## src/hdl/rfam_pkg.sv

```systemverilog
// Package for the radial feather alpha mask: item types, register codes,
// fixed-point constants and the square-root step. No dependencies.
`timescale 1ns / 1ps

package rfam_pkg;

    localparam int SQRT_STAGES     = 8;
    localparam int SQRT_ITER_STAGE = 2;

    localparam logic [8:0]  MAX_CANVAS = 9'd256;
    localparam logic [14:0] OUTER_MIN  = 15'd256;
    localparam logic [24:0] ONE_Q24    = 25'h100_0000;
    localparam logic [32:0] HALF_Q24   = 33'h0_0080_0000;

    typedef logic [1:0] t_cfg_index;
    localparam t_cfg_index CFG_OUTER_RADIUS = 2'd0;
    localparam t_cfg_index CFG_INNER_RADIUS = 2'd1;
    localparam t_cfg_index CFG_RAMP_GAIN    = 2'd2;

    localparam logic [14:0] OUTER_RESET = 15'd256;
    localparam logic [14:0] INNER_RESET = 15'd0;
    localparam logic [24:0] GAIN_RESET  = 25'd65536;

    typedef struct packed {
        logic        off;
        logic [31:0] colour;
        logic [31:0] sq_sum;
    } t_dist_item;

    typedef struct packed {
        logic        off;
        logic [31:0] colour;
        logic [15:0] root;
    } t_root_item;

    typedef struct packed {
        logic [31:0] rem;
        logic [31:0] root;
    } t_sqrt_state;

    typedef struct packed {
        logic        off;
        logic [31:0] colour;
        t_sqrt_state st;
    } t_sqrt_item;

    // One digit of the restoring integer square root; step k tests bit 30-2k.
    function automatic t_sqrt_state sqrt_step(t_sqrt_state s, logic [3:0] k);
        logic [4:0]  sh;
        logic [31:0] bitv;
        logic [31:0] trial;
        t_sqrt_state r;
        sh    = 5'd30 - {k, 1'b0};
        bitv  = 32'd1 << sh;
        trial = s.root + bitv;
        if (s.rem >= trial) begin
            r.rem  = s.rem - trial;
            r.root = (s.root >> 1) + bitv;
        end else begin
            r.rem  = s.rem;
            r.root = s.root >> 1;
        end
        return r;
    endfunction

endpackage

```

## src/hdl/rfam_geom.sv

```systemverilog
// Canvas geometry stages: canvas size, offsets from centre, squares, sum.
// Depends on rfam_pkg.
`timescale 1ns / 1ps

module rfam_geom (
    input  logic                i_clk,
    input  logic                i_rst_n,
    input  logic                i_valid,
    output logic                o_ready,
    input  logic [7:0]          i_pos_x,
    input  logic [7:0]          i_pos_y,
    input  logic [31:0]         i_src_colour,
    input  logic [14:0]         i_outer,
    output logic                o_valid,
    input  logic                i_ready,
    output rfam_pkg::t_dist_item o_item
);

    logic [8:0]         w_size_raw;
    logic [8:0]         w_size;
    logic               w_off;
    logic signed [16:0] w_dx;
    logic signed [16:0] w_dy;
    logic [15:0]        w_ax;
    logic [15:0]        w_ay;
    logic               w_ready1;
    logic               w_ready2;
    logic               w_ready3;

    logic               r_v1;
    logic               r_v2;
    logic               r_v3;
    logic [15:0]        r_ax;
    logic [15:0]        r_ay;
    logic               r_off1;
    logic [31:0]        r_col1;
    logic [31:0]        r_sqx;
    logic [31:0]        r_sqy;
    logic               r_off2;
    logic [31:0]        r_col2;
    logic [31:0]        r_sum;
    logic               r_off3;
    logic [31:0]        r_col3;

    always_comb begin
        w_size_raw = 9'(({1'b0, i_outer, 1'b0} + 17'd255) >> 8) + 9'd2;
        w_size     = (w_size_raw > rfam_pkg::MAX_CANVAS) ? rfam_pkg::MAX_CANVAS : w_size_raw;
        w_off      = ({1'b0, i_pos_x} >= w_size) || ({1'b0, i_pos_y} >= w_size);
        w_dx       = $signed({1'b0, i_pos_x, 8'h80}) - $signed({1'b0, w_size, 7'd0});
        w_dy       = $signed({1'b0, i_pos_y, 8'h80}) - $signed({1'b0, w_size, 7'd0});
        w_ax       = w_dx[16] ? 16'(-w_dx) : w_dx[15:0];
        w_ay       = w_dy[16] ? 16'(-w_dy) : w_dy[15:0];
        w_ready3   = !r_v3 || i_ready;
        w_ready2   = !r_v2 || w_ready3;
        w_ready1   = !r_v1 || w_ready2;
    end

    assign o_ready = w_ready1;
    assign o_valid = r_v3;
    assign o_item  = '{off: r_off3, colour: r_col3, sq_sum: r_sum};

    always_ff @(posedge i_clk) begin
        if (!i_rst_n) begin
            r_v1 <= 1'b0;
            r_v2 <= 1'b0;
            r_v3 <= 1'b0;
        end else begin
            if (w_ready1) r_v1 <= i_valid;
            if (w_ready2) r_v2 <= r_v1;
            if (w_ready3) r_v3 <= r_v2;
        end
    end

    always_ff @(posedge i_clk) begin
        if (w_ready1 && i_valid) begin
            r_ax   <= w_ax;
            r_ay   <= w_ay;
            r_off1 <= w_off;
            r_col1 <= i_src_colour;
        end
        if (w_ready2 && r_v1) begin
            r_sqx  <= 32'(r_ax) * 32'(r_ax);
            r_sqy  <= 32'(r_ay) * 32'(r_ay);
            r_off2 <= r_off1;
            r_col2 <= r_col1;
        end
        if (w_ready3 && r_v2) begin
            r_sum  <= r_sqx + r_sqy;
            r_off3 <= r_off2;
            r_col3 <= r_col2;
        end
    end

endmodule

```

## src/hdl/rfam_sqrt.sv

```systemverilog
// Pipelined integer square root of the squared distance, two digits a stage.
// Depends on rfam_pkg.
`timescale 1ns / 1ps

module rfam_sqrt (
    input  logic                 i_clk,
    input  logic                 i_rst_n,
    input  logic                 i_valid,
    output logic                 o_ready,
    input  rfam_pkg::t_dist_item i_item,
    output logic                 o_valid,
    input  logic                 i_ready,
    output rfam_pkg::t_root_item o_item
);

    localparam int NS = rfam_pkg::SQRT_STAGES;

    logic [NS-1:0]        w_ready;
    logic [NS-1:0]        w_in_vld;
    rfam_pkg::t_sqrt_item w_in   [NS];
    rfam_pkg::t_sqrt_item w_next [NS];

    logic [NS-1:0]        r_vld;
    rfam_pkg::t_sqrt_item r_item [NS];

    always_comb begin
        rfam_pkg::t_sqrt_state v_st;
        w_in[0]     = '{off: i_item.off, colour: i_item.colour,
                        st: '{rem: i_item.sq_sum, root: 32'd0}};
        w_in_vld[0] = i_valid;
        for (int j = 1; j < NS; j++) begin
            w_in[j]     = r_item[j-1];
            w_in_vld[j] = r_vld[j-1];
        end
        w_ready[NS-1] = !r_vld[NS-1] || i_ready;
        for (int j = NS - 2; j >= 0; j--) begin
            w_ready[j] = !r_vld[j] || w_ready[j+1];
        end
        for (int j = 0; j < NS; j++) begin
            v_st = w_in[j].st;
            for (int k = 0; k < rfam_pkg::SQRT_ITER_STAGE; k++) begin
                v_st = rfam_pkg::sqrt_step(v_st, 4'(j * rfam_pkg::SQRT_ITER_STAGE + k));
            end
            w_next[j]    = w_in[j];
            w_next[j].st = v_st;
        end
    end

    assign o_ready = w_ready[0];
    assign o_valid = r_vld[NS-1];
    assign o_item  = '{off: r_item[NS-1].off, colour: r_item[NS-1].colour,
                       root: r_item[NS-1].st.root[15:0]};

    always_ff @(posedge i_clk) begin
        if (!i_rst_n) begin
            r_vld <= '0;
        end else begin
            for (int j = 0; j < NS; j++) begin
                if (w_ready[j]) r_vld[j] <= w_in_vld[j];
            end
        end
    end

    always_ff @(posedge i_clk) begin
        for (int j = 0; j < NS; j++) begin
            if (w_ready[j] && w_in_vld[j]) r_item[j] <= w_next[j];
        end
    end

endmodule

```

## src/hdl/rfam_blend.sv

```systemverilog
// Ramp factor and alpha scaling stages, producing the masked colour.
// Depends on rfam_pkg.
`timescale 1ns / 1ps

module rfam_blend (
    input  logic                 i_clk,
    input  logic                 i_rst_n,
    input  logic                 i_valid,
    output logic                 o_ready,
    input  rfam_pkg::t_root_item i_item,
    input  logic [14:0]          i_outer,
    input  logic [14:0]          i_inner,
    input  logic [24:0]          i_gain,
    output logic                 o_valid,
    input  logic                 i_ready,
    output logic [31:0]          o_colour
);

    logic        w_full;
    logic        w_zero;
    logic [14:0] w_diff;
    logic [24:0] w_f;
    logic        w_kill_b;
    logic [32:0] w_round;
    logic        w_ready_a;
    logic        w_ready_b;
    logic        w_ready_c;

    logic        r_va;
    logic        r_vb;
    logic        r_vc;
    logic        r_full_a;
    logic        r_kill_a;
    logic [39:0] r_prod_a;
    logic [31:0] r_col_a;
    logic        r_kill_b;
    logic [32:0] r_amul_b;
    logic [23:0] r_rgb_b;
    logic [31:0] r_out;

    always_comb begin
        w_full    = i_item.root <= {1'b0, i_inner};
        w_zero    = i_item.root >= {1'b0, i_outer};
        w_diff    = i_outer - i_item.root[14:0];
        w_f       = r_full_a ? rfam_pkg::ONE_Q24 :
                    ((r_prod_a > 40'(rfam_pkg::ONE_Q24)) ? rfam_pkg::ONE_Q24 : r_prod_a[24:0]);
        w_kill_b  = r_kill_a || (w_f == 25'd0);
        w_round   = r_amul_b + rfam_pkg::HALF_Q24;
        w_ready_c = !r_vc || i_ready;
        w_ready_b = !r_vb || w_ready_c;
        w_ready_a = !r_va || w_ready_b;
    end

    assign o_ready  = w_ready_a;
    assign o_valid  = r_vc;
    assign o_colour = r_out;

    always_ff @(posedge i_clk) begin
        if (!i_rst_n) begin
            r_va <= 1'b0;
            r_vb <= 1'b0;
            r_vc <= 1'b0;
        end else begin
            if (w_ready_a) r_va <= i_valid;
            if (w_ready_b) r_vb <= r_va;
            if (w_ready_c) r_vc <= r_vb;
        end
    end

    always_ff @(posedge i_clk) begin
        if (w_ready_a && i_valid) begin
            r_full_a <= w_full;
            r_kill_a <= i_item.off || (!w_full && w_zero);
            r_prod_a <= 40'(w_diff) * 40'(i_gain);
            r_col_a  <= i_item.colour;
        end
        if (w_ready_b && r_va) begin
            r_kill_b <= w_kill_b;
            r_amul_b <= 33'(w_f) * 33'(r_col_a[31:24]);
            r_rgb_b  <= r_col_a[23:0];
        end
        if (w_ready_c && r_vb) begin
            r_out <= r_kill_b ? 32'd0 : {w_round[31:24], r_rgb_b};
        end
    end

endmodule

```

## src/hdl/radial_feather_alpha_mask_top.sv

```systemverilog
// Radial feathered alpha mask: takes one pixel per clock while not stalled, through
// 3 geometry stages, 8 square-root stages of two digits each and 3 blend stages.
// A stall holds the full pipeline; empty stages still fill while the output waits.
// Registers take effect at once; write them only while no pixel is in flight.
// Depends on rfam_pkg, rfam_geom, rfam_sqrt and rfam_blend.
`timescale 1ns / 1ps

module radial_feather_alpha_mask_top (
    input  logic                     i_clk,
    input  logic                     i_rst_n,
    input  logic                     i_valid,
    output logic                     o_stall,
    input  logic [7:0]               i_pos_x,
    input  logic [7:0]               i_pos_y,
    input  logic [31:0]              i_src_colour,
    output logic                     o_valid,
    input  logic                     i_stall,
    output logic [31:0]              o_out_colour,
    input  logic                     i_cfg_valid,
    output logic                     o_cfg_ready,
    input  rfam_pkg::t_cfg_index     i_cfg_index,
    input  logic [24:0]              i_cfg_data
);

    logic [14:0]          r_outer;
    logic [14:0]          r_inner;
    logic [24:0]          r_gain;
    logic [14:0]          w_outer_eff;
    logic                 w_in_ready;
    logic                 w_geom_valid;
    logic                 w_geom_ready;
    rfam_pkg::t_dist_item w_geom_item;
    logic                 w_sqrt_valid;
    logic                 w_sqrt_ready;
    rfam_pkg::t_root_item w_sqrt_item;

    assign o_cfg_ready = 1'b1;
    assign o_stall     = !w_in_ready;
    assign w_outer_eff = (r_outer < rfam_pkg::OUTER_MIN) ? rfam_pkg::OUTER_MIN : r_outer;

    always_ff @(posedge i_clk) begin
        if (!i_rst_n) begin
            r_outer <= rfam_pkg::OUTER_RESET;
            r_inner <= rfam_pkg::INNER_RESET;
            r_gain  <= rfam_pkg::GAIN_RESET;
        end else if (i_cfg_valid && o_cfg_ready) begin
            unique case (i_cfg_index)
                rfam_pkg::CFG_OUTER_RADIUS: r_outer <= i_cfg_data[14:0];
                rfam_pkg::CFG_INNER_RADIUS: r_inner <= i_cfg_data[14:0];
                rfam_pkg::CFG_RAMP_GAIN:    r_gain  <= i_cfg_data;
                default: ;
            endcase
        end
    end

    rfam_geom u_geom (
        .i_clk        (i_clk),
        .i_rst_n      (i_rst_n),
        .i_valid      (i_valid),
        .o_ready      (w_in_ready),
        .i_pos_x      (i_pos_x),
        .i_pos_y      (i_pos_y),
        .i_src_colour (i_src_colour),
        .i_outer      (w_outer_eff),
        .o_valid      (w_geom_valid),
        .i_ready      (w_geom_ready),
        .o_item       (w_geom_item)
    );

    rfam_sqrt u_sqrt (
        .i_clk   (i_clk),
        .i_rst_n (i_rst_n),
        .i_valid (w_geom_valid),
        .o_ready (w_geom_ready),
        .i_item  (w_geom_item),
        .o_valid (w_sqrt_valid),
        .i_ready (w_sqrt_ready),
        .o_item  (w_sqrt_item)
    );

    rfam_blend u_blend (
        .i_clk    (i_clk),
        .i_rst_n  (i_rst_n),
        .i_valid  (w_sqrt_valid),
        .o_ready  (w_sqrt_ready),
        .i_item   (w_sqrt_item),
        .i_outer  (w_outer_eff),
        .i_inner  (r_inner),
        .i_gain   (r_gain),
        .o_valid  (o_valid),
        .i_ready  (!i_stall),
        .o_colour (o_out_colour)
    );

endmodule

```

## config.mk

```make
export PLATFORM = sky130hd
export DESIGN_NAME = radial_feather_alpha_mask_top
export DESIGN_NICKNAME = d
export VERILOG_FILES = /design/src/hdl/rfam_pkg.sv /design/src/hdl/rfam_geom.sv /design/src/hdl/rfam_sqrt.sv /design/src/hdl/rfam_blend.sv /design/src/hdl/radial_feather_alpha_mask_top.sv
export SDC_FILE = /design/constraint.sdc
export NUM_CORES = 2
export LEC_CHECK = 0
export ABC_CLOCK_PERIOD_IN_PS = 23800
export BUFFER_PORTS_ARGS = -buffer_cell sky130_fd_sc_hd__buf_2
export CAP_MARGIN = 10
export CORE_MARGIN = 2
export CORE_UTILIZATION = 25
export CTS_CLUSTER_DIAMETER = 150
export DETAILED_ROUTE_END_ITERATION = 6
export GPL_TIMING_DRIVEN = 0
export PLACE_DENSITY = 0.48
export SYNTH_ARGS = -nofsm -noshare
export SYNTH_HDL_FRONTEND = slang
export SYNTH_SLANG_ARGS = --single-unit
```

## constraint.sdc

```tcl
create_clock -name i_clk -period 23.8 [get_ports i_clk]
set_input_delay 1.19 -clock i_clk [delete_from_list [all_inputs] [get_ports i_clk]]
set_output_delay 1.19 -clock i_clk [all_outputs]
set_load 0.02 [all_outputs]
```

== After elaboration in Yosys (flattened, before gate mapping) ==
Memories as Yosys holds them, arrays and structs flattened.
Index checks and enable logic that the tools add are counted.
Widths: inputs -> output; s select.

* Div/mod/pow operators: 0
* Muxes and demuxes: 38
* Equal/unequal tests: 2
* Reductions and logical operators: 54
* Shift operators: 0
* $lt $le $gt $ge: 23
* $mul: 4
* $add $sub $neg: 55
* Bitwise operators: 0

{| class="wikitable"
|+ Operators with widths
! operator !! number
|-
| $mux 64 || 16
|-
| $ge 32x32->1 || 15
|-
| $sub 32x32->32 || 15
|-
| $mul 16x16->32 || 2
|-
| $mux 25 || 2
|-
| $gt 40x25->1 const B || 1
|-
| $mul 15x25->40 || 1
|-
| $sub 16x16->17 || 2
|-
| $add 31x1->32 const B || 1
|-
| $add 31x11->32 const B || 1
|-
| $add 31x13->32 const B || 1
|-
| $add 31x15->32 const B || 1
|-
| $add 31x17->32 const B || 1
|-
| $add 31x19->32 const B || 1
|-
| $add 31x21->32 const B || 1
|-
| $add 31x23->32 const B || 1
|-
| $add 31x25->32 const B || 1
|-
| $add 31x27->32 const B || 1
|-
| $add 31x29->32 const B || 1
|-
| $add 31x3->32 const B || 1
|-
| $add 31x5->32 const B || 1
|-
| $add 31x7->32 const B || 1
|-
| $add 31x9->32 const B || 1
|-
| $add 32x1->32 const B || 1
|-
| other kinds (40) || 106
|}

* Output and inout port bits: 35
* Memories: 1
* ROM bits: 0
* Bits in registers: 459
* RAM bits: 776
* Bits in latches: 0

{| class="wikitable"
|+ Memory list
! memory !! depth !! bits a word !! rd ports !! clocked after Yosys merged registers in !! write ports !! line !! source
|-
| u_sqrt.r_item || 8 || 97 || 8 || 0 || 8 || rfam_sqrt.sv:24 || <nowiki>rfam_pkg::t_sqrt_item r_item [NS];</nowiki>
|}

== Logic depth before layout (Yosys ltp) ==
* Depth in word-level cells: 16
* Mapped depth: 39
* Mapped depth without buffers: 36

== By module ==
Synthesis repeated with hierarchy kept, for this count alone.

* Cell total of the unflattened synthesis: 5827
* Area, all modules: 65715.5 um2

{| class="wikitable"
|+ By module, submodules not included
! module !! instances !! seq. area each (um2) !! area each (um2) !! cells each
|-
| rfam_sqrt || 1 || 16976.3 || 28290.9 || 2258
|-
| rfam_blend || 1 || 4264.1 || 23591.4 || 2409
|-
| rfam_geom || 1 || 5044.8 || 11622.4 || 929
|-
| radial_feather_alpha_mask_top || 1 || 1101.1 || 2210.9 || 231
|}

== Worst setup path after synthesis ==
No wires, ideal clock.

* Path type: reg-to-reg
* From: register r_outer[12]
* To: register u_blend.r_prod_a[39], data pin
* Period minus slack after synthesis: 9040 ps
* Arrival time: 8780 ps
* Setup time: 260 ps
* Cell stages (with the launch flop): 39
* Path slack: 14760 ps
* Data required time: 23540 ps
* Cells stage by stage: dfxtp_1 -> clkbuf_1 -> nor4_1 -> nand2_1 -> clkbuf_1 -> nand2_1 -> inv_1 -> ha_1 -> nor2b_1 -> o21ai_0 -> a21oi_1 -> o31a_1 -> o21ai_0 -> nand2_1 -> a21o_1 -> a21oi_1 -> xnor2_1 -> clkbuf_1 -> [3 not listed] -> inv_1 -> ha_1 -> fa_1 -> inv_1 -> fa_1 -> inv_1 -> fa_1 -> ha_1 -> or3_1 -> or3_1 -> o2111a_1 -> and3_1 -> o311ai_0 -> a31o_2 -> o21ai_0 -> a221o_1 -> a21oi_1 -> xnor2_1

* Cells in the longest elaborated chain, start to end: 4

{| class="wikitable"
|+ RTL lines
! element !! line !! source
|-
| from (decl) || radial_feather_alpha_mask_top.sv:25 || <nowiki>logic [14:0] r_outer;</nowiki>
|-
| from (signal assigned) || radial_feather_alpha_mask_top.sv:43 || <nowiki>r_outer <= rfam_pkg::OUTER_RESET;</nowiki>
|-
| from (signal assigned) || radial_feather_alpha_mask_top.sv:48 || <nowiki>rfam_pkg::CFG_OUTER_RADIUS: r_outer <= i_cfg_data[14:0];</nowiki>
|-
| $lt 15x9->1 || radial_feather_alpha_mask_top.sv:39 || <nowiki>assign w_outer_eff = (r_outer < rfam_pkg::OUTER_MIN) ? rfam_pkg::OUTER_MIN : r_outer;</nowiki>
|-
| $mux 15 (*) || radial_feather_alpha_mask_top.sv:39 ||
|-
| $sub 15x15->15 (*) || rfam_blend.sv:44 || <nowiki>w_diff = i_outer - i_item.root[14:0];</nowiki>
|-
| $mul 15x25->40 (*) || rfam_blend.sv:74 || <nowiki>r_prod_a <= 40'(w_diff) * 40'(i_gain);</nowiki>
|-
| to (signal assigned) || rfam_blend.sv:74 ||
|-
| to (decl) || rfam_blend.sv:34 || <nowiki>logic [39:0] r_prod_a;</nowiki>
|}

Every way passes the cells marked *; elsewhere a longest branch is shown, timed or not.
A chain may end at the register's enable or synchronous reset.

== Final worst setup path ==
Same ends and word-level chain as after synthesis.

==> reports/qor.txt <==
CTS HTree Levels - 3
vias in the first global route - 41079
first-pass GRT wire length - 232000 um
CP most frequent cell - fa_1
share of the synthesized area in the top cell type - 0.386
Final Hold Viols - 0
CTS Hold Bufs - 0
mux cell area share after synthesis - 0.00659
worst hold start - u_sqrt.r_item[0][193]$_DFFE_PP_
syn avg cell area - 11.1 sq um
Rel. slew slack - 0.157
post-CTS setup buffers - 0
CORE AREA - 240000 sq um
status - completed
final core utilization - 0.287
CP startpoint - r_outer[12]$_SDFFE_PN0P_
asr flop ratio synth - 0
VDD IR max - 0.0918 mV
Ports - 115
fmax - 0.0859 GHz
simple-gate share of the synthesized area - 0.133
Synth warnings - 0
Lkg Pwr - 28.5 nW
CTS Root Buffer Type - clkbuf_16
clk buf depth - 3
r2r startpoint - r_outer[12]$_SDFFE_PN0P_
Pins Over Slew Limit - 0
number of synthesized flops with an enable pin - 776
met2 usage - 0.215
GPL Wtd Cong - 0.855
register area share after synthesis - 0.409
GR Overflow Total - 0
Area contributors post-synth - edfxtp_1 (39%), fa_1 (17%), ha_1 (10%), inv_1 (4.5%), nand2_1 (3.8%)
hpwl dp - 114000 um
Seq cells post-synth - 845
vias - 38843
Layout Skew - 59.0 ps
library cells used by synthesis - 88
antenna violations before repair - 13
Synth Cell Area - 60400 sq um
Syn Nets - 6516
top_reg_cell synth - edfxtp_1
Final min period - 11640 ps
critical path startpoint category - flop
CP peak stage delay - 950 ps
layout cell share with drive strength beyond 1 - 0.0642
worst slew pin tran - 1260 ps
vias per cell - 4.35
largest family of logic cells by synthesized area - adder cells
clock net sink count - 845
grt peak-use layer - met2
sum of negative setup slack - 0 ps
Power Dens Cells - 72.4 nW/um^2
cts bufs inserted - 98
Area Growth Syn to Fin - 14.1%
Req. time, crit path - 24290 ps
Worst-path clk slew - 70 ps
post-CTS sizing - 0
fin crit share - 0.489
Initial Util - 0.251
compound-gate portion of the synthesized area - 0.0818
GRT Util Overall - 0.120
port bufs - 112
post-detailed-routing wire length - 145000 um
M1 GR Usage - 0.149
wire per inst - 16.2 um
Detail Route Antenna Nets - 0
grt met3 use - 0.0154
num rows - 180
die area - 245000 sq um
# DRC - 0
clk_lat worst skew - 750 ps
Critical Path Slowest Stage Cell - o311ai_0
Crit path arrival time - 12130 ps
RSZ-0062 raised after global routing - no
CP Capture Type - flop
Synth Instances - 5430
Post-Synth Adder-Cell Area - 0.272
Crit Path Category - flop to flop
die height - 495 um
largest net degree at the start of global routing - 63
Hold Path Class - flop to flop
final setup vio count - 0
fin nets - 6751
DIE WIDTH - 495 um
max_cap viols - 0
crit-path max FO - 10
DP Area - 65500 sq um
initial DRC count - 1799
Synth Area in XOR/XNOR - 0.0413
cell taking the most area after synthesis - edfxtp_1
fin area - 68900 sq um
worst hold slack - 406 ps
CTS tree - done
DRT Pass-1 Iters - 5
## metal layers
metal	share of wire	vias to the layer above
met1	0.43	19250
met3	0.038	192
li1	-	18838
met2	0.51	563
met4	0.025	0
met5	0	-
## area by class of cell
class / count / area, sq um
fill: 24745 / 171000
inverter: 727 / 2730
timing repair buffer: 135 / 1060
buffer: 168 / 663
clock inverter: 66 / 757
sequential: 845 / 24700
tap: 3185 / 3990
multi-input combinational: 3690 / 32400
clock buffer: 115 / 2560
antenna: 7 / 17.5
## logic make-up (layout without fill, tap and decap cells)
group                    count (synthesis)  after routing
AO/OA/AOI/OAI                          752            752
XOR/XNOR                               285            285
adder cells (fa/ha/maj)               1006           1006
buffers and inverters                  895           1211
flip-flops                             845            845
multiplexers                            36             36
other                                    1              8
AND/OR/NAND/NOR                       1610           1610
## cells in the final DEF, fill, tap and decap left out, types with 25 or more instances in the layout
cell type,n
a211oi_1,25
a21boi_0,65
a21o_1,83
a21oi_1,200
and2_1,219
and3_1,92
buf_2,118
clkbuf_1,155
clkbuf_16,99
dfxtp_1,69
edfxtp_1,776
fa_1,513
ha_1,493
inv_1,724
nand2_1,614
nand2b_1,45
nand3_1,49
nand4_1,35
nor2_1,204
nor2b_1,118
nor3_1,67
nor4_1,40
o21a_1,55
o21ai_0,142
o21bai_1,28
o31ai_1,31
or3_1,30
xnor2_1,188
xor2_1,97
## critical path: cells and delay by family (launching register included)
family	cells	cell delay (ps)
flip-flops	1	300
AND/OR/NAND/NOR	9	1850
AO/OA/AOI/OAI	12	2990
buffers and inverters	6	1430
XOR/XNOR	2	990
adder cells (fa/ha/maj)	9	3830
## power by group
part / internal (mW) / leakage [nW] / switching, mW
registers: 1.76 / 7.51 / 0.0407
logic: 0.739 / 19.4 / 0.913
clock network: 0.880 / 1.59 / 0.651
## path summary, 6_finish.rpt
check                               endpoint  slack (ps)  cells after the start
max           u_blend.r_prod_a[39]$_DFFE_PP_       12160                     38
min          u_sqrt.r_item[0][290]$_DFFE_PP_         410                      0
max reg2reg   u_blend.r_prod_a[39]$_DFFE_PP_       12160                     38
min reg2reg  u_sqrt.r_item[0][290]$_DFFE_PP_         410                      0
## state kept, by name, indices dropped and copies added, names as in the netlist, 25 cells and up
register and cells:
u_geom.r_col3 32, u_blend.o_colour 32, u_sqrt.r_item 470, u_geom.r_col1 32
u_blend.r_col_a 32, u_geom.r_col2 32, u_blend.r_prod_a 40, r_gain 25
## cells in the mapped netlist, drive strengths merged, types with 6 or more instances
library cell and instances:
o31a 7, nand4b 6, xnor2 188, o21ai 145, buf 25, and3 92, fa 513, or3 30
a211o 7, o21a 55, nor2b 125, edfxtp 776, a211oi 25, mux2i 15, or4 14, and4 6
o31ai 31, o21bai 28, nor3 68, a21boi 70, nand2 614, and2 222, nor2 205, nand3b 11
inv 726, o41ai 9, a31oi 7, o211ai 13, nand3 50, ha 493, nand4 35, nor4 40
clkbuf 143, dfxtp 69, or2 18, nor3b 12, xor2 97, a2111oi 6, a21o 83, o2111ai 9
a21oi 200, mux2 21, nand2b 45
## metrics by stage
step / cells / power (mW) / setup slack, ps
finish: 8938 / 4.98 / 12160
global route: 8932 / 5.42 / 11620
CTS: 8931 / 5.11 / 12330
detailed placement: 8750 / 3.50 / 12350
global placement: 8727 / 3.52 / 12340
floorplan: 5430 / 3.11 / 14760
Note: power is estimated with default switching activity, not from simulation.
